**config.mk**
```make
export PLATFORM = sky130hd
export DESIGN_NAME = process_time_accounting
export DESIGN_NICKNAME = d
export VERILOG_FILES = /design/src/pta_pkg.sv /design/src/process_time_accounting.sv /design/src/pta_front.sv /design/src/pta_fifo.sv /design/src/pta_back.sv
export SDC_FILE = /design/constraint.sdc
export NUM_CORES = 2
export LEC_CHECK = 0
export BUFFER_PORTS_ARGS = -buffer_cell sky130_fd_sc_hd__clkbuf_2
export CORE_ASPECT_RATIO = 1.1
export CORE_MARGIN = 2
export CORE_UTILIZATION = 30
export DETAILED_ROUTE_END_ITERATION = 12
export SLEW_MARGIN = 20
export SYNTH_ARGS = -nofsm -noshare
export SYNTH_HDL_FRONTEND = slang
export SYNTH_HIERARCHICAL = 1
export SYNTH_SLANG_ARGS = --single-unit
```
**constraint.sdc**
```tcl
create_clock -name clk_i -period 7.4 [get_ports clk_i]
set_clock_uncertainty 0.2 [all_clocks]
set_input_delay 0.74 -clock clk_i [delete_from_list [all_inputs] [get_ports clk_i]]
set_output_delay 0.74 -clock clk_i [all_outputs]
set_load 0.05 [all_outputs]
```
**src/pta_pkg.sv**
```systemverilog
// shared types, constants and saturating helpers for the process time accounting block
package pta_pkg;

  localparam int NUM_PROCS = 8;
  localparam int TIME_BITS = 32;
  localparam int IDX_W     = (NUM_PROCS > 1) ? $clog2(NUM_PROCS) : 1;
  localparam int QDEPTH    = 4;
  localparam int QPTR_W    = $clog2(QDEPTH);
  localparam int OUT_BITS  = 32;

  typedef logic [TIME_BITS-1:0] time_t;
  typedef logic [IDX_W-1:0]     idx_t;
  typedef logic [OUT_BITS-1:0]  out_t;

  // scheduler event codes on the func port
  localparam logic [2:0] FN_TICK      = 3'd0;
  localparam logic [2:0] FN_RUNNING   = 3'd1;
  localparam logic [2:0] FN_READY     = 3'd2;
  localparam logic [2:0] FN_BLOCKED   = 3'd3;
  localparam logic [2:0] FN_EXIT_RDY  = 3'd4;
  localparam logic [2:0] FN_EXIT_BLK  = 3'd5;
  localparam logic [2:0] FN_TERM      = 3'd6;
  localparam logic [2:0] FN_READ      = 3'd7;

  // classified operations handed from front to back
  typedef enum logic [3:0] {
    OP_TICK,
    OP_RUN,
    OP_READY,
    OP_BLOCK,
    OP_EXIT_RDY,
    OP_EXIT_BLK,
    OP_TERM,
    OP_READ,
    OP_READ_NIL
  } op_e;

  typedef struct packed {
    op_e  op;
    idx_t idx;
  } item_t;

  // head of the queue as seen by the back part
  typedef struct packed {
    logic  valid;
    item_t item;
  } head_t;

  localparam time_t TIME_MAX = '1;

  function automatic time_t sat_add(time_t a, time_t b);
    logic [TIME_BITS:0] s;
    s = {1'b0, a} + {1'b0, b};
    return s[TIME_BITS] ? TIME_MAX : s[TIME_BITS-1:0];
  endfunction

  function automatic time_t sat_inc(time_t a);
    return (a == TIME_MAX) ? TIME_MAX : a + time_t'(1);
  endfunction

  // low output bits of a counter, zero-extended when the counter is narrower
  function automatic out_t to_out(time_t v);
    logic [63:0] w;
    w = 64'(v);
    return w[OUT_BITS-1:0];
  endfunction

endpackage

```
**src/process_time_accounting.sv**
```systemverilog
// top level of the per-process time accounting block
// an item is taken at a clock edge with start high and busy low, one per cycle
// a read result is strobed on valid_o for one cycle, after the front register, queue and two read stages
// an exit event on an armed interval holds the back part in its interval-add state before the next pop
// the receiver cannot stall: busy rises only when the four-entry queue backs up
// reset is asynchronous and clears time, counters and flags at once; stamps are not reset
module process_time_accounting
  import pta_pkg::*;
(
  input  logic        clk_i,
  input  logic        rst_ni,
  input  logic        start,
  output logic        busy,
  input  logic [2:0]  func_i,
  input  logic [2:0]  process_id_i,
  output logic        valid_o,
  output logic [31:0] cpu_ticks_o,
  output logic [31:0] wait_ticks_o,
  output logic [31:0] io_ticks_o,
  output logic [31:0] turnaround_o,
  output logic [31:0] finish_stamp_o,
  output logic        done_res_o
);

  logic  push;
  logic  pop;
  logic  full;
  item_t item;
  head_t head;

  // accept and classify
  pta_front u_front (
    .clk_i        (clk_i),
    .rst_ni       (rst_ni),
    .start_i      (start),
    .func_i       (func_i),
    .process_id_i (process_id_i),
    .full_i       (full),
    .busy_o       (busy),
    .push_o       (push),
    .item_o       (item)
  );

  // item queue
  pta_fifo u_fifo (
    .clk_i  (clk_i),
    .rst_ni (rst_ni),
    .push_i (push),
    .item_i (item),
    .pop_i  (pop),
    .full_o (full),
    .head_o (head)
  );

  // execute and report
  pta_back u_back (
    .clk_i          (clk_i),
    .rst_ni         (rst_ni),
    .head_i         (head),
    .pop_o          (pop),
    .valid_o        (valid_o),
    .cpu_ticks_o    (cpu_ticks_o),
    .wait_ticks_o   (wait_ticks_o),
    .io_ticks_o     (io_ticks_o),
    .turnaround_o   (turnaround_o),
    .finish_stamp_o (finish_stamp_o),
    .done_res_o     (done_res_o)
  );

endmodule

```
**src/pta_front.sv**
```systemverilog
// front part: accepts events, classifies them and hands them to the queue
module pta_front
  import pta_pkg::*;
(
  input  logic       clk_i,
  input  logic       rst_ni,
  input  logic       start_i,
  input  logic [2:0] func_i,
  input  logic [2:0] process_id_i,
  input  logic       full_i,
  output logic       busy_o,
  output logic       push_o,
  output item_t      item_o
);

  logic  valid_q, valid_d;
  item_t item_q, item_d;
  item_t cls;
  logic  keep;
  logic  accept;
  logic  pid_ok;
  logic [7:0] pid8;

  // hold off only while a classified item waits on a full queue
  assign busy_o = valid_q & full_i;
  assign accept = start_i & ~busy_o;
  assign push_o = valid_q & ~full_i;
  assign item_o = item_q;

  // classify the event and drop those that change nothing
  always_comb begin
    pid8   = 8'(process_id_i);
    pid_ok = (32'(process_id_i) < NUM_PROCS);
    cls.idx = pid8[IDX_W-1:0];
    keep    = pid_ok;
    case (func_i)
      FN_TICK: begin
        cls.op = OP_TICK;
        keep   = 1'b1;
      end
      FN_RUNNING:  cls.op = OP_RUN;
      FN_READY:    cls.op = OP_READY;
      FN_BLOCKED:  cls.op = OP_BLOCK;
      FN_EXIT_RDY: cls.op = OP_EXIT_RDY;
      FN_EXIT_BLK: cls.op = OP_EXIT_BLK;
      FN_TERM:     cls.op = OP_TERM;
      FN_READ: begin
        cls.op = pid_ok ? OP_READ : OP_READ_NIL;
        keep   = 1'b1;
      end
      default: begin
        cls.op = OP_TICK;
        keep   = 1'b0;
      end
    endcase
  end

  // holding register in front of the queue
  always_comb begin
    valid_d = (valid_q & full_i) | (accept & keep);
    item_d  = accept ? cls : item_q;
  end

  always_ff @(posedge clk_i or negedge rst_ni) begin
    if (!rst_ni) begin
      valid_q <= 1'b0;
    end else begin
      valid_q <= valid_d;
    end
  end

  always_ff @(posedge clk_i) begin
    item_q <= item_d;
  end

endmodule

```
**src/pta_fifo.sv**
```systemverilog
// short queue of classified items between front and back
module pta_fifo
  import pta_pkg::*;
(
  input  logic  clk_i,
  input  logic  rst_ni,
  input  logic  push_i,
  input  item_t item_i,
  input  logic  pop_i,
  output logic  full_o,
  output head_t head_o
);

  item_t             mem_q [QDEPTH];
  logic [QPTR_W-1:0] wptr_q, wptr_d;
  logic [QPTR_W-1:0] rptr_q, rptr_d;
  logic [QPTR_W:0]   cnt_q, cnt_d;

  assign full_o      = (cnt_q == (QPTR_W+1)'(QDEPTH));
  assign head_o.valid = (cnt_q != '0);
  assign head_o.item  = mem_q[rptr_q];

  // pointer and fill count update
  always_comb begin
    wptr_d = push_i ? wptr_q + 1'b1 : wptr_q;
    rptr_d = pop_i ? rptr_q + 1'b1 : rptr_q;
    cnt_d  = cnt_q;
    if (push_i && !pop_i) begin
      cnt_d = cnt_q + 1'b1;
    end else if (pop_i && !push_i) begin
      cnt_d = cnt_q - 1'b1;
    end
  end

  always_ff @(posedge clk_i or negedge rst_ni) begin
    if (!rst_ni) begin
      wptr_q <= '0;
      rptr_q <= '0;
      cnt_q  <= '0;
    end else begin
      wptr_q <= wptr_d;
      rptr_q <= rptr_d;
      cnt_q  <= cnt_d;
    end
  end

  // entry storage
  always_ff @(posedge clk_i) begin
    if (push_i) begin
      mem_q[wptr_q] <= item_i;
    end
  end

  a_no_pop_empty: assert property (@(posedge clk_i) disable iff (!rst_ni)
    pop_i |-> head_o.valid)
    else $error("queue popped while empty");

  a_no_push_full: assert property (@(posedge clk_i) disable iff (!rst_ni)
    push_i |-> (!full_o || pop_i))
    else $error("queue pushed while full");

endmodule

```
**src/pta_back.sv**
```systemverilog
// back part: time tables, event execution and the read result pipeline
module pta_back
  import pta_pkg::*;
(
  input  logic  clk_i,
  input  logic  rst_ni,
  input  head_t head_i,
  output logic  pop_o,
  output logic  valid_o,
  output out_t  cpu_ticks_o,
  output out_t  wait_ticks_o,
  output out_t  io_ticks_o,
  output out_t  turnaround_o,
  output out_t  finish_stamp_o,
  output logic  done_res_o
);

  localparam logic [0:0] S_RUN  = 1'b0;
  localparam logic [0:0] S_EXIT = 1'b1;

  logic [0:0] state_q, state_d;

  time_t now_q, now_d;
  time_t cpu_q [NUM_PROCS];
  time_t cpu_d [NUM_PROCS];
  time_t wait_q [NUM_PROCS];
  time_t wait_d [NUM_PROCS];
  time_t io_q [NUM_PROCS];
  time_t io_d [NUM_PROCS];
  time_t fin_q [NUM_PROCS];
  time_t fin_d [NUM_PROCS];
  time_t rstamp_q [NUM_PROCS];
  time_t bstamp_q [NUM_PROCS];
  logic [NUM_PROCS-1:0] rarm_q, rarm_d;
  logic [NUM_PROCS-1:0] barm_q, barm_d;
  logic [NUM_PROCS-1:0] done_q, done_d;

  // pending interval add
  time_t elap_q, elap_d;
  logic  ex_blk_q, ex_blk_d;
  idx_t  ex_idx_q, ex_idx_d;

  // read pipeline, first stage
  logic  s1_valid_q, s1_valid_d;
  time_t s1_cpu_q, s1_cpu_d;
  time_t s1_wait_q, s1_wait_d;
  time_t s1_io_q, s1_io_d;
  time_t s1_fin_q, s1_fin_d;
  time_t s1_part_q, s1_part_d;
  logic  s1_done_q, s1_done_d;

  logic  valid_q;
  out_t  cpu_o_q, wait_o_q, io_o_q, turn_o_q, fin_o_q;
  logic  done_o_q;

  idx_t               idx;
  logic               stamp_r, stamp_b;
  logic [TIME_BITS:0] diff;
  time_t              stamp_sel;

  assign idx   = head_i.item.idx;
  assign pop_o = head_i.valid && (state_q == S_RUN);

  // elapsed time of the armed interval, zero when the stamp is ahead of now
  always_comb begin
    stamp_sel = (head_i.item.op == OP_EXIT_BLK) ? bstamp_q[idx] : rstamp_q[idx];
    diff      = {1'b0, now_q} - {1'b0, stamp_sel};
  end

  // event execution
  always_comb begin
    state_d    = state_q;
    now_d      = now_q;
    cpu_d      = cpu_q;
    wait_d     = wait_q;
    io_d       = io_q;
    fin_d      = fin_q;
    rarm_d     = rarm_q;
    barm_d     = barm_q;
    done_d     = done_q;
    elap_d     = elap_q;
    ex_blk_d   = ex_blk_q;
    ex_idx_d   = ex_idx_q;
    stamp_r    = 1'b0;
    stamp_b    = 1'b0;
    s1_valid_d = 1'b0;
    s1_cpu_d   = '0;
    s1_wait_d  = '0;
    s1_io_d    = '0;
    s1_fin_d   = '0;
    s1_part_d  = '0;
    s1_done_d  = 1'b0;
    case (state_q)
      S_RUN: begin
        if (pop_o) begin
          case (head_i.item.op)
            OP_TICK: now_d = sat_inc(now_q);
            OP_RUN:  cpu_d[idx] = sat_inc(cpu_q[idx]);
            OP_READY: begin
              stamp_r     = 1'b1;
              rarm_d[idx] = 1'b1;
            end
            OP_BLOCK: begin
              stamp_b     = 1'b1;
              barm_d[idx] = 1'b1;
            end
            OP_EXIT_RDY, OP_EXIT_BLK: begin
              ex_idx_d = idx;
              ex_blk_d = (head_i.item.op == OP_EXIT_BLK);
              elap_d   = diff[TIME_BITS] ? '0 : diff[TIME_BITS-1:0];
              if (ex_blk_d ? barm_q[idx] : rarm_q[idx]) begin
                state_d = S_EXIT;
                if (ex_blk_d) begin
                  barm_d[idx] = 1'b0;
                end else begin
                  rarm_d[idx] = 1'b0;
                end
              end
            end
            OP_TERM: begin
              fin_d[idx]  = now_q;
              done_d[idx] = 1'b1;
            end
            OP_READ: begin
              s1_valid_d = 1'b1;
              s1_cpu_d   = cpu_q[idx];
              s1_wait_d  = wait_q[idx];
              s1_io_d    = io_q[idx];
              s1_fin_d   = fin_q[idx];
              s1_done_d  = done_q[idx];
              s1_part_d  = sat_add(cpu_q[idx], wait_q[idx]);
            end
            OP_READ_NIL: s1_valid_d = 1'b1;
            default: ;
          endcase
        end
      end
      S_EXIT: begin
        state_d = S_RUN;
        if (ex_blk_q) begin
          io_d[ex_idx_q] = sat_add(io_q[ex_idx_q], elap_q);
        end else begin
          wait_d[ex_idx_q] = sat_add(wait_q[ex_idx_q], elap_q);
        end
      end
      default: state_d = S_RUN;
    endcase
  end

  // control state and cleared tables
  always_ff @(posedge clk_i or negedge rst_ni) begin
    if (!rst_ni) begin
      state_q    <= S_RUN;
      now_q      <= '0;
      rarm_q     <= '0;
      barm_q     <= '0;
      done_q     <= '0;
      s1_valid_q <= 1'b0;
      valid_q    <= 1'b0;
      for (int i = 0; i < NUM_PROCS; i++) begin
        cpu_q[i]  <= '0;
        wait_q[i] <= '0;
        io_q[i]   <= '0;
        fin_q[i]  <= '0;
      end
    end else begin
      state_q    <= state_d;
      now_q      <= now_d;
      rarm_q     <= rarm_d;
      barm_q     <= barm_d;
      done_q     <= done_d;
      s1_valid_q <= s1_valid_d;
      valid_q    <= s1_valid_q;
      cpu_q      <= cpu_d;
      wait_q     <= wait_d;
      io_q       <= io_d;
      fin_q      <= fin_d;
    end
  end

  // stamps and payload registers
  always_ff @(posedge clk_i) begin
    if (stamp_r) begin
      rstamp_q[idx] <= now_q;
    end
    if (stamp_b) begin
      bstamp_q[idx] <= now_q;
    end
    elap_q    <= elap_d;
    ex_blk_q  <= ex_blk_d;
    ex_idx_q  <= ex_idx_d;
    s1_cpu_q  <= s1_cpu_d;
    s1_wait_q <= s1_wait_d;
    s1_io_q   <= s1_io_d;
    s1_fin_q  <= s1_fin_d;
    s1_part_q <= s1_part_d;
    s1_done_q <= s1_done_d;
    cpu_o_q   <= to_out(s1_cpu_q);
    wait_o_q  <= to_out(s1_wait_q);
    io_o_q    <= to_out(s1_io_q);
    turn_o_q  <= to_out(sat_add(s1_part_q, s1_io_q));
    fin_o_q   <= to_out(s1_fin_q);
    done_o_q  <= s1_done_q;
  end

  assign valid_o        = valid_q;
  assign cpu_ticks_o    = cpu_o_q;
  assign wait_ticks_o   = wait_o_q;
  assign io_ticks_o     = io_o_q;
  assign turnaround_o   = turn_o_q;
  assign finish_stamp_o = fin_o_q;
  assign done_res_o     = done_o_q;

  a_exit_from_pop: assert property (@(posedge clk_i) disable iff (!rst_ni)
    (state_q == S_EXIT) |-> $past(pop_o))
    else $error("interval add without a popped exit item");

  a_no_pop_in_exit: assert property (@(posedge clk_i) disable iff (!rst_ni)
    (state_q == S_EXIT) |-> !pop_o)
    else $error("item popped during interval add");

endmodule

```
Yosys cells after proc, flatten, opt, wreduce, memory -nomap -nowiden --
Memories as Yosys holds them, arrays and structs flattened. Cells that the tools add are included.
Operators by class: add/subtract/negate cells 11, $lt $le $gt $ge 6, equality and inequality tests 21, multiplexer cells 69, bitwise operators 18, reductions and logical operators 25
Operators with widths (number):
- bitwise mux 256 bit | 4
- 2-to-1 mux 32 bit | 20
- binary-select mux 32 bit (select 3 bit) | 6
- demux 32 bit (select 3 bit) | 2
- adder 32 x 32 -> 33 bit | 4
- adder 32 x 1 -> 32 bit (second input constant) | 2
- equality test 32 bit (second input constant) | 2
- subtractor 32 x 32 -> 33 bit | 1
- 2-to-1 mux 8 bit | 4
- one-hot mux 4 bit (8 select lines) | 1
- one-hot mux 8 bit (2 select lines) | 2
- bitwise OR 8 bit | 3
- 2-to-1 mux 1 bit | 23
- bitwise AND 8 bit | 2
- equality test 4 x 3 -> 1 bit (second input constant) | 4
- equality test 3 bit (second input constant) | 5
- AND reduction 3 bit | 4
- AND reduction 5 bit | 2
- binary-select mux 1 bit (select 3 bit) | 3
- equality test 4 x 2 -> 1 bit (second input constant) | 2
- greater-or-equal comparator 4 bit (second input constant) | 2
- < comparator 4 x 1 -> 1 bit (second input constant) | 2
- NOT 3 -> 4 bit | 2
- NOT 8 bit | 1
- 26 further kinds | 47
Word-level totals: flip-flop bits (word level) 1456, bits in writable memories 540, input bits 9, output and inout bits 163, word-level logic and storage cells 213, memories 3
Memories:
- u_back.bstamp_q | depth 8, bits a word 32, read ports 1, clocked after Yosys merged registers in 0, write ports 1, line pta_back.sv:33 | time_t bstamp_q [NUM_PROCS];
- u_back.rstamp_q | depth 8, bits a word 32, read ports 1, clocked after Yosys merged registers in 0, write ports 1, line pta_back.sv:32 | time_t rstamp_q [NUM_PROCS];
- u_fifo.mem_q | depth 4, bits a word 7, read ports 1, clocked after Yosys merged registers in 0, write ports 1, line pta_fifo.sv:14 | item_t mem_q [QDEPTH];

Logic depth before layout (Yosys ltp) --
An unclocked memory read counts as a cell.
depth in word-level cells 10, depth in mapped cells 27, mapped depth without buffers 19

Cells and area by module --
The synthesis kept the hierarchy.
By module, submodules not included:
- pta_back | times used 1, cells each 7389, area an instance 84798.8 um^2, sequential area each 50003.0 um^2
- pta_fifo | times used 1, cells each 71, area an instance 1406.3 um^2, sequential area each 1016.0 um^2
- pta_front | times used 1, cells each 16, area an instance 260.2 um^2, sequential area each 205.2 um^2

Least setup slack after synthesis --
No wires, ideal clock.
path type register -> register, start reg u_fifo.rptr_q[0], end reg u_back.elap_q[18], data pin, setup time 257 ps, arrival 5733 ps, required time 6943 ps, path slack 1210 ps, stages on the path, launching flop included 26, path buffers 10, clock period less this slack 6190 ps, cell sequence dfrtp_1 buf_6 mux4_2 buf_6 buf_6 buf_8 buf_2 buf_1 nor3_1 clkbuf_1 clkbuf_1 buf_1 a22oi_1 nand4_1 o21ai_0 ha_1 and4_1 and3_1 a32o_1 o32ai_1 a211oi_1 or3_1 a311o_1 a21oi_2 buf_2 nor2_1
RTL lines:
- start, declared | line pta_fifo.sv:16 | logic [QPTR_W-1:0] rptr_q, rptr_d;
- start signal, assigned | line pta_fifo.sv:42 | rptr_q <= rptr_d;
- end signal, assigned | line pta_back.sv:189 | elap_q <= elap_d;
- end, declared | line pta_back.sv:39 | time_t elap_q, elap_d;

==> results.md <==
* IO Count at 172
* Post-DP HPWL at 178.2 mm
* Ys Warns at 6
* Synth top area share at 0.3157
* M3 GR Usage at 0.03859
* Pre-Repair DR Iteration Count at 9
* Gates resized, CTS repair at 0
* Clk_lat worst skew at 0.87 ns
* P_leak at 39.79 nW
* Vias in the first global route at 62,580
* Peak supply drop at 0.4012 mV
* H-tree level count at 4
* Most common cell in the netlist: dfrtp_1
* Crit path buffers/inverters at 1
* Crit path cell chain: mux4_4 -> and3b_4 -> a22o_1 -> a221oi_1 -> nand3_1 -> ha_1 -> fa_1 -> a211oi_1 -> o211ai_1 -> a21o_1 -> a311oi_1 -> o21ai_0 -> nand2_1 -> a21oi_1 -> a31oi_2 -> buf_4 -> a21oi_1
* Setup crit end kind: flop
* Post-CTS Setup Bufs at 0
* Avg Cell Area, Syn at 11.57 µm²
* Vias/cell at 5.513
* Vias at 63,800
* Post-synth EDFFs at 582
* Post-synth top area cell: dfrtp_1
* Fill cells at 28,180
* Worst hold start: u_back/s1_cpu_q[22]
* Worst path slowest cell: mux4_4
* Worst Hold Class: reg2reg
* Total power at 39.86 mW
* Crit path launch type: flop
* Std-Cell Rows at 206
* Largest cells by area after synthesis: dfrtp_1 32%, edfxtp_1 20%, dfxtp_1 7.5%, a22oi_1 5.0%, mux2_2 4.7%
* Final setup TNS at 0 ns
* Crit path DAT at 7.47 ns
* Mapped Nets at 7,660
* Status: finished clean
* Most used routing layer in global routing: met2
* Cells after synthesis at 7,476
* Met1 Track Usage GR at 0.2537
* # nets final at 7,731
* Clock buffer count from CTS at 202
* Final ANT Viol Nets at 0
* Synth top cells by count: 1,091 x dfrtp_1, 752 x nand2_1, 585 x o21ai_0, 582 x edfxtp_1, 572 x a22oi_1
* Maxcap violations at 0
* Ys async rst share at 0.5469
* Post-layout util at 0.3461
* Seq/Total Area, Yosys at 0.5924
* Pin slew with the least headroom to its limit at 1.153 ns
* Clock sinks at 1,995
* Die W at 515.9 µm
* Unrepaired setup endpoints after global routing: no
* Mapped Area at 86,470 µm²
* Pin count of the biggest net entering global routing at 171
* Average wire per standard cell at 24.53 µm
* FMAX at 0.1438 GHz
* Met2 usage at 0.2993
* DR iter-0 viols at 7,465
* Reg2Reg Launch Point: u_fifo/rptr_q[0]
* Critical path's top delay family: compound AO/OA/AOI/OAI gates
* Initial antenna violation count at 18
* Crit-path max FO at 32
* Starting density of the core at 0.3017
* Fin crit share at 0.9396
* Power per cell area at 401.8 nW/µm²
* Remaining DRCs at 0
* Pre-CTS setup slack at 0.6165 ns
* Final hold violations at 0
* Crit-path max cell delay at 0.92 ns
* IO buf count at 171
* CTS tree: built
* Crit path required time at 7.91 ns
* RePlAce Congestion at 0.9039
* Seq cells post-synth at 1,995
* R2R Setup Slk at 0.45 ns
* Die H at 567.1 µm
* Post-route setup slack at 0.4469 ns
* Crit Path Class: reg2reg
* Crit-path most repeated cell: a21oi_1
* Slew HR at 0.2280
* Area added between synthesis and finish at 14.71%
* Drt total wl at 283.8 mm
* First-pass GRT wire length at 418.4 mm
* Predominant post-synthesis flop cell: dfrtp_1
* Core area at 286,600 µm²
* GRT Residual Overflow at 0
* Clk root buf: clkbuf_16
* Clock transition at the registers of the reported paths at 0.06 ns
* Die area at 292,500 µm²
* Clock Tree Buf Depth at 3
* Layout cells sized above 1 at 0.1651
* Tot GR Track Use at 0.1889
* Hold_buf cts at 8
* Count of cell types in the netlist at 109
* Tmin final at 6.953 ns
* Max-slew violation count at 0
* Critical Path Start: u_fifo/rptr_q[0]
* Setup Viol. Count Final at 0
[sequential cells by signal, indices dropped and copies added, names as in the netlist, 256 cells and up, named ones only]
signal / count
u_back/rstamp_q: 256
u_back/io_q: 256
u_back/wait_q: 256
u_back/cpu_q: 256
u_back/fin_q: 256
u_back/bstamp_q: 256
[report_power, final]
group	internal (mW)	switching (mW)	leakage (nW)	total [mW]
Sequential	13.0	1.28	22.1	14.2
Combinational	4.51	10.6	14.3	15.1
Clock	5.99	4.53	3.37	10.5
Total	23.5	16.4	39.8	39.9
[worst reg2reg max path: stages (launching register included)]
cell	delay [ns]
dfrtp_1	0.65
mux4_4	0.92
and3b_4	0.49
a22o_1	0.31
a221oi_1	0.83
nand3_1	0.32
ha_1	0.35
fa_1	0.43
a211oi_1	0.35
o211ai_1	0.18
a21o_1	0.23
a311oi_1	0.49
o21ai_0	0.16
nand2_1	0.11
a21oi_1	0.10
a31oi_2	0.20
buf_4	0.33
a21oi_1	0.15
[layer usage]
metal	share of wire	vias up
met4	0.039	8
met1	0.41	32030
met2	0.46	3155
met3	0.089	648
met5	0.00019	-
li1	-	27960
[per-stage QoR]
| stage | instance area [µm²] | cells | hold WS (ns) |
|---|---|---|---|
| after floorplan | 86470 | 7476 | 0.1096 |
| after global placement | 92150 | 11180 | 0.1133 |
| after CTS | 99140 | 11570 | 0.1266 |
| final | 99190 | 11570 | 0.1252 |
| after global routing | 99180 | 11570 | 0.1286 |
| after detailed placement | 92180 | 11180 | 0.1121 |
[final timing paths]
| check | endpoint | cells past startpoint |
|---|---|---|
| worst max-delay path | u_back/s1_part_q[7] | 17 |
| worst min-delay path | u_back/cpu_ticks_o[22] | 0 |
| worst max register to register | u_back/s1_part_q[7] | 17 |
| worst min register to register | u_back/cpu_ticks_o[22] | 0 |
| max in group asynchronous | u_back/wait_q[232] | 4 |
| min in group asynchronous | u_back/cpu_q[89] | 2 |
[placed cells by master (no fill, tap or decap), types with 90 or more instances in the layout]
cell type and count:
a21oi_1 422, a221oi_1 153, a22o_1 90, a22oi_1 572, buf_4 179, clkbuf_16 208, clkbuf_2 170, dfrtp_1 1088
dfxtp_1 322, edfxtp_1 582, ha_1 169, mux2_2 360, nand2_1 732, nand4_1 148, nor2_1 475, o21ai_0 585
o21ai_1 91, xnor2_1 94
[cell type report]
cell class	count	area, µm²	share of cell area
inverters	76	290.3	0.002927
repair buffers	385	2805	0.02828
multi-input cells	4887	33160	0.3343
well taps	3848	4815	0.04854
flip-flops and latches	1995	51230	0.5165
clock inverters	96	1079	0.01087
diodes	2	5.005	0.00005046
clock buffers	283	5804	0.05852
[cell families after synthesis]
family	share of synthesized area
compound gates	0.1713
flops	0.5924
simple gates	0.08928
buf+inv	0.02819
mux	0.07452
xor+xnor	0.01844
fa+ha+maj	0.02584
other cells	0.00004337
Power figures use the tool's default switching activity.
